## config.mk

```make
export PLATFORM = sky130hd
export DESIGN_NAME = bsf_ctrl
export DESIGN_NICKNAME = d
export VERILOG_FILES = /design/src/rtl/core/bsf_pkg.sv /design/src/rtl/core/bsf_ctrl.sv
export SDC_FILE = /design/constraint.sdc
export NUM_CORES = 1
export LEC_CHECK = 0
export BUFFER_PORTS_ARGS = -buffer_cell sky130_fd_sc_hd__buf_2
export CAP_MARGIN = 40
export CORE_AREA = 2 2 39 41
export CTS_BUF_LIST = sky130_fd_sc_hd__clkbuf_8
export CTS_CLUSTER_SIZE = 20
export DETAILED_ROUTE_END_ITERATION = 7
export DIE_AREA = 0 0 41 43
export PLACE_DENSITY = 0.3
export SLEW_MARGIN = 15
export SYNTH_ARGS = -nofsm -noshare
export SYNTH_HDL_FRONTEND = slang
export SYNTH_SLANG_ARGS = --single-unit
export TNS_END_PERCENT = 30
```

## constraint.sdc

```tcl
create_clock -name clk -period 2.05 [get_ports clk]
set_input_delay 0.41 -clock clk [delete_from_list [all_inputs] [get_ports clk]]
set_output_delay 0.41 -clock clk [all_outputs]
set_load 0.01 [all_outputs]
```

## src/rtl/core/bsf_pkg.sv

```systemverilog
`default_nettype none

package bsf_pkg;

	// Defaults for the top-level parameters
	localparam int STORE_DEPTH_DEF = 4096;
	localparam int MAX_POP_DEF     = 64;

	// Capacity register
	localparam int CAP_W = 13;
	localparam logic [CAP_W-1:0] CAP_RESET = 13'd4096;

	typedef enum logic [1:0] {
		OP_PUSH   = 2'd0,
		OP_POP    = 2'd1,
		OP_CLOSE  = 2'd2,
		OP_STATUS = 2'd3
	} opcode_t;

	typedef struct packed {
		opcode_t     opcode;
		logic [7:0]  push_byte;
		logic [6:0]  pop_length;
	} item_t;

	typedef struct packed {
		logic        byte_valid;
		logic [7:0]  out_byte;
		logic        last;
		logic        push_accepted;
		logic [12:0] fill_level;
		logic [12:0] free_space;
		logic [63:0] total_pushed;
		logic [63:0] total_popped;
		logic        closed;
		logic        finished;
	} result_t;

	typedef enum logic {
		ST_IDLE,
		ST_POP
	} ctl_state_t;

	// Controller to datapath
	typedef struct packed {
		logic accept;     // input beat taken, update state by opcode
		logic load_stat;  // load a status-only result
		logic issue;      // read next byte from the store
		logic move;       // read data into the output register
	} bsf_cmd_t;

	// Datapath to controller
	typedef struct packed {
		logic pop_nonzero; // offered item is a pop that removes bytes
		logic out_free;    // output register can take a result this cycle
		logic rd_valid;    // read register holds a byte
		logic remain_zero; // no more reads to issue
	} bsf_stat_t;

endpackage

`default_nettype wire

```

## src/rtl/core/bsf_ctrl.sv

```systemverilog
`default_nettype none

module bsf_ctrl (
	input  wire logic              clk,
	input  wire logic              arst_n,
	input  wire logic              item_valid,
	output logic                   item_ready,
	input  wire bsf_pkg::bsf_stat_t stat,
	output bsf_pkg::bsf_cmd_t      cmd
);
	import bsf_pkg::*;

	ctl_state_t state_q, state_d;

	// State register
	always_ff @(posedge clk or negedge arst_n) begin
		if (!arst_n) begin
			state_q <= ST_IDLE;
		end else begin
			state_q <= state_d;
		end
	end

	// Next state and commands
	always_comb begin
		state_d        = state_q;
		item_ready     = 1'b0;
		cmd.accept     = 1'b0;
		cmd.load_stat  = 1'b0;
		cmd.issue      = 1'b0;
		cmd.move       = 1'b0;
		case (state_q)
			ST_IDLE: begin
				item_ready    = stat.out_free;
				cmd.accept    = item_valid && stat.out_free;
				cmd.load_stat = cmd.accept && !stat.pop_nonzero;
				if (cmd.accept && stat.pop_nonzero) begin
					state_d = ST_POP;
				end
			end
			ST_POP: begin
				// one byte per cycle through the read register while the output register is free
				cmd.move  = stat.rd_valid && stat.out_free;
				cmd.issue = !stat.remain_zero && (!stat.rd_valid || cmd.move);
				if (stat.remain_zero && (!stat.rd_valid || cmd.move)) begin
					state_d = ST_IDLE;
				end
			end
			default: begin
				state_d = ST_IDLE;
			end
		endcase
	end

endmodule

`default_nettype wire

```

# Yosys cells after proc, flatten, opt, wreduce, memory -nomap -nowiden
# Cells that the tools add are included.
[classes] n_bitwise=1 mux=6 n_reduce_logical=10
[op_table] op="$logic_and A1 B1 Y1" n=6
[op_table] op="$mux W2" n=2
[op_table] op="$logic_not A1 Y1" n=3
[op_table] op="$mux W1" n=3
[op_table] op="$pmux W1 S2" n=1
[op_table] op="$logic_or A1 B1 Y1" n=1
[op_table] op="$not A1 Y1" n=1
[word_totals] inputBits=7 word_cells=18 ff_bits=1

# Depth between registers and ports, before layout
# Gate-level depths: netlist of run 1.
[logic_depth] ltp_word=5 depth_mapped=2

# Worst setup path after synthesis of run 1
# No wires, ideal clock.
[synth_timing] kind="register -> output" from="register state_q" to="output port cmd[2] in the netlist's numbering" t_required_ns=1.640 path_stages_with_launch=3 setup_slack_ns=0.801 arrival_ns=0.839 cell_sequence="dfrtp_1 -> and3b_1 -> nor2b_4"
[synth_lines] item="start, declared" line="bsf_ctrl.sv:13" text="ctl_state_t state_q, state_d;"
[synth_lines] item="start signal, assigned" line="bsf_ctrl.sv:20" text="state_q <= state_d;"
[synth_lines] item="end, declared" line="bsf_ctrl.sv:9" text="output bsf_pkg::bsf_cmd_t cmd"

==> reports/qor.txt, run 1 <==
Area of the multi-input gates: 67.56 µm²
Crit path time final: 1418 ps
RR Startpoint: state_q
Die X: 41 µm
I/O Buffers: 11
Number of flops mapped to enable cells by yosys: 0
Starting Density: 6.691%
CP peak stage delay: 190 ps
Routed WL per cell: 9.500 µm
Worst-Skew Late Latency: 0 ps
Setup TNS: 0 ps
Worst R2R End: state_q
R2r worst-path depth: 2
Die area: 1763 µm²
Biggest register: state_q
Share of layout cells above drive strength 1: 75.00%
Crit-path slowest cell: and3b_2
Ys Warns: 0
Worst Skew: 0 ps
Synth top area share: 27.03%
Fin cells: 36
CP cell instances: buf_2 -> nand2b_1 -> and3b_2 -> buf_2
Post-synthesis async set-or-reset flop share: 100.0%
Largest register FFs: 1
Slew Limit Fails: 0
Area growth syn-to-layout: 81.08%
Fillers: 162
Detailed Routing Iterations Pass 1: 1
Leakage: 0.09334 nW
Worst Max-Slew Pin Slew: 152.5 ps
# diodes: 0
Yosys reg bits: 1
Detailed-route wire length: 342 µm
Crit start category: input port
Mean post-synth cell area: 10.29 µm²
Number of placement rows: 14
Crit-path most repeated cell: buf_2
Largest registers: state_q x1
RSZ-0062 raised after global routing: false
Vias: 113
Vias in the first global route: 114
Final setup fails: 0
Synth cell types: 8
Initial antenna violation count: 0
Min-Delay Path Class: input port to async pin
GP Congestion: 0.6257
Worst vdd ir: 0.1024 mV
Synth area leaders: dfrtp_1 27%, nor2b_4 15%, a31oi_1 14%
Remaining Overflow, GRT: 0
Worst Path Required: 1640 ps
Global-route wire length before repair: 531 µm
1st-iter DRT viols: 0
FMAX: 705.0 MHz
Die Ht: 43 µm
Setup Buffers After CTS: 0
Cts repair resizes: 0
Final Total Pwr: 0.09050 mW
Relative slew margins: 89.83%
Fin nets: 29
Post-Syn Area: 92.59 µm²
Post-synth top area cell: dfrtp_1
Register area share after synthesis: 27.03%
Post-route clock period utilization: 69.19%
Top-count cell post-synth: a31oi_1
Vias per cell: 3.139
Drc violations: 0
Core Area: 1384 µm²
Main synth FF type: dfrtp_1
Storage cell area: 25.02 µm²
CP arrival: 1010 ps
Largest net degree at the start of global routing: 7
Max Cap Violations: 0
Worst setup EP type: output pin
R2r setup slk: 1310 ps
Max Fanout on Critical Path: 5
Total GRT Usage: 4.104%
Post-Synthesis Cells: 9
Final Hold Viols: 0
Top delay family on crit path: simple AND/OR/NAND/NOR gates
Power Density: 539.8 nW/µm²
Mapped Nets: 16
Hold-fix buffers, CTS: 0
CTS clk-pin slew, worst paths: 0 ps
Placed cells: 36
Status: finished, final reports clean
# IOs: 12
CP Buf/Inv Count: 2
Post-DRT Antenna Nets: 0
Crit Path Class: input port to output pin
-- logic make-up (layout without fill, tap and decap cells) --
kind of cell | after synthesis | in the layout | share of synthesized area, %
flip-flops | 1 | 1 | 27.02
AND/OR/NAND/NOR | 6 | 6 | 59.47
AO/OA/AOI/OAI | 2 | 2 | 13.51
buffers and inverters | 0 | 11 | 0
-- per-stage QoR --
step	utilization [%]	area, µm²	hold slack, ps	worst slack, ps
2_1_floorplan	-	92.59	114.4	801.0
3_3_place_gp	12.12	167.7	188.6	642.4
3_5_place_dp	12.12	167.7	186.7	629.0
4_1_cts	12.12	167.7	186.5	629.0
5_1_grt	12.12	167.7	189.7	593.9
6_report	12.12	167.7	185.6	631.6
-- placed cells by master (no fill, tap or decap) --
cell,count
dfrtp_1,1
buf_2,11
nor2b_4,1
a31oi_1,2
and3b_2,1
nand2b_1,1
and3_2,1
and2b_2,1
and3b_1,1
-- power breakdown --
part	total, mW	switching, mW	internal (mW)	leakage (nW)
clock network	0	0	0	0
logic	0.0540	0.0230	0.0310	0.0812
registers	0.0365	0.00918	0.0273	0.0121
total	0.0905	0.0322	0.0583	0.0933
-- area by class of cell --
type / count / area share [%]
well taps: 16 / 11.94
repair buffers: 11 / 32.84
multi-input cells: 8 / 40.30
flip-flops and latches: 1 / 14.93
-- metal layers --
layer / vias to the layer above / GRT usage [%] / part of all wire, %
met1: 44 / 7.006 / 55
met2: 12 / 4.688 / 22
met5: - / 0 / 0
met3: 0 / 2.094 / 23
li1: 57 / - / -
met4: 0 / 0 / 0
-- worst max path at each step --
| stage | start | to | slack (ps) | cells past startpoint |
|---|---|---|---|---|
| global route | stat[2] | cmd[1] | 590 | 4 |
| CTS | stat[2] | cmd[1] | 630 | 4 |
| floorplan | state_q | cmd[2] | 800 | 2 |
| detailed placement | stat[2] | cmd[1] | 630 | 4 |
| global placement | stat[2] | cmd[1] | 640 | 4 |
| finish | stat[2] | cmd[1] | 630 | 4 |
(Power assumes the default switching activity.)
==> inputs of run 2 (changes only) <==
--- a/config.mk
+++ b/config.mk
@@ -5,6 +5,7 @@
 export SDC_FILE = /design/constraint.sdc
 export NUM_CORES = 1
 export LEC_CHECK = 0
+export ABC_AREA = 1
 export BUFFER_PORTS_ARGS = -buffer_cell sky130_fd_sc_hd__buf_2
 export CAP_MARGIN = 40
 export CORE_AREA = 2 2 39 41
==> constraint.sdc (replaced) <==
create_clock -name clk -period 1.4 [get_ports clk]
set_input_delay 0.28 -clock clk [delete_from_list [all_inputs] [get_ports clk]]
set_output_delay 0.28 -clock clk [all_outputs]
set_load 0.01 [all_outputs]
==> reports/qor.txt, run 2 <==
FMAX: 941.8 MHz
CP arrival: 780 ps (-230 ps)
Detailed-route wire length: 315 µm (-7.9%)
Final setup fails: 0 (unchanged)
CP startpoint: stat[2]
Remaining Overflow, GRT: 0 (unchanged)
Worst vdd ir: 0.1553 mV (+52%)
Cts repair resizes: 0 (unchanged)
Comb power frac: 49.5% (-10 points)
# diodes: 0 (unchanged)
Fin cells: 42 (+17%)
Utilization after layout: 11.30% (-0.81 points)
Die Ht: 43 µm (unchanged)
Setup TNS: 0 ps (unchanged)
Relative slew margins: 86.97% (-2.9 points)
Global-route wire length before repair: 462 µm (-13%)
Die X: 41 µm (unchanged)
Area growth syn-to-layout: 92.31%
Sw power: 0.02559 mW (-21%)
Final HPWL DP: 294.4 µm
Vias per cell: 2.857 (-9.0%)
Post-DRT Antenna Nets: 0 (unchanged)
Min-Delay Path Class: input port to async pin
Commonest non-fill, non-tap cells in the layout: 11 x buf_2, 8 x nand2_1, 3 x nor2_1
Vias: 120 (+6.2%)
Routed WL per cell: 7.500 µm (-21%)
GP Congestion: 0.6433 (+2.8%)
Final Hold Viols: 0 (unchanged)
Worst Path Required: 1120 ps (-520 ps)
Met3 WL: 89 µm (+14%)
Fin nets: 35 (+21%)
Worst Max-Slew Pin Slew: 195.5 ps (+43.00 ps)
Vias in the first global route: 107 (-6.1%)
CTS clk-pin slew, worst paths: 0 ps (unchanged)
Post-Synthesis Cells: 15 (+6)
Mean post-synth cell area: 5.422 µm² (-47%)
Core Area: 1384 µm² (unchanged)
Met1 WL: 162 µm (-14%)
1st-iter DRT viols: 0 (unchanged)
Detailed Routing Iterations Pass 1: 1 (unchanged)
Top-count cell post-synth: nand2_1
Ys Warns: 0 (unchanged)
Hold-fix buffers, CTS: 0 (unchanged)
Final instance area: 156.4 µm² (-6.7%)
Number of flops mapped to enable cells by yosys: 0 (unchanged)
Placed cells: 42 (+17%)
Seq pwr share: 50.5% (+10 points)
Worst R2R End: state_q
Yosys reg bits: 1 (unchanged)
Initial antenna violation count: 0 (unchanged)
Die area: 1763 µm² (unchanged)
Number of placement rows: 14 (unchanged)
Post-synthesis async set-or-reset flop share: 100.0% (unchanged)
Setup Buffers After CTS: 0 (unchanged)
Largest register FFs: 1 (unchanged)
Largest net degree at the start of global routing: 7 (unchanged)
Largest registers: state_q x1
Synth area leaders: nand2_1 37%, dfrtp_1 31%, nor2_1 14%
Routed length on met2: 63 µm (-16%)
Worst Skew: 0 ps (unchanged)
I/O Buffers: 11 (unchanged)
Crit start category: input port
# IOs: 12 (unchanged)
Register area share after synthesis: 30.77% (+3.7 points)
Drc violations: 0 (unchanged)
Leakage: 0.09584 nW (+2.7%)
Synth cell types: 6 (-2)
Net Sw Frac: 33.78% (-1.8 points)
DP Area: 156.4 µm² (-6.7%)
Max Cap Violations: 0 (unchanged)
Biggest register: state_q
Mapped Nets: 22 (+6)
Synth top cells by count: 8 x nand2_1, 3 x nor2_1
Worst-Skew Late Latency: 0 ps (unchanged)
Top Metal Used: met3
R2r worst-path depth: 3 (+1)
Worst setup EP type: output pin
RR Startpoint: state_q
Clock group share of total power: 0% (unchanged)
Post-Syn Area: 81.33 µm² (-12%)
Slew Limit Fails: 0 (unchanged)
Power Density: 484.4 nW/µm² (-10%)
Main synth FF type: dfrtp_1
Starting Density: 5.877% (-0.81 points)
Pint: 0.05017 mW (-14%)
Total GRT Usage: 3.707% (-0.40 points)
Final Total Pwr: 0.07576 mW (-16%)
Most common cell after layout, fill and taps aside: buf_2
Share of layout cells above drive strength 1: 46.15% (-29 points)
Setup crit end: cmd[1]
Post-synth top area cell: nand2_1
Post-route clock period utilization: 75.84%
Crit Path Class: input port to output pin
Crit path time final: 1062 ps
RSZ-0062 raised after global routing: false
Synth top area share: 36.92% (+9.9 points)
R2r setup slk: 650 ps (-660 ps)
Max Fanout on Critical Path: 3 (-2)
Status: finished, final reports clean
## run 2: how the worst min path moves through the flow
stage	from	cells past startpoint	slack, ps	to
5_1_grt	arst_n	1	70	state_q
3_3_place_gp	arst_n	1	60	state_q
3_5_place_dp	arst_n	1	60	state_q
4_1_cts	arst_n	1	60	state_q
6_report	arst_n	1	60	state_q
2_1_floorplan	arst_n	0	-20	state_q
## run 2: metrics by stage
stage                     setup slack, ps  hold slack, ps
after floorplan                     385.7          -15.59
after global placement              318.3           56.14
after detailed placement            346.0           59.16
after CTS                           339.2           59.40
after global routing                269.0           65.65
final                               338.3           57.19
## run 2: layer usage
layer	vias to the layer above	track usage, %
li1	67	-
met1	41	7.668
met2	12	2.500
met3	0	2.618
met4	0	0
met5	-	0
## run 2: logic make-up after synthesis
logic type             after synthesis  share of synthesized area [%]
AND/OR/NAND/NOR                     13                          64.61
flip-flops                           1                          30.76
buffers and inverters                1                          4.611
## run 2: critical path, stage by stage
cell	delay, ps
buf_2	90
inv_1	50
nand2_1	70
nand2_1	50
nor2_1	90
buf_2	140
## run 2: layout make-up
class	instances	area, µm²
fill	163	1227
inverter	1	3.754
multi-input combinational	13	52.55
sequential	1	25.02
tap	16	20.02
timing repair buffer	11	55.05
## run 2: power groups by stage
stage	combinational (mW)	sequential (mW)	clock, mW
after floorplan	0.0180	0.0371	0
after global placement	0.0384	0.0386	0
after detailed placement	0.0381	0.0384	0
after CTS	0.0383	0.0384	0
after global routing	0.0426	0.0390	0
final	0.0375	0.0382	0
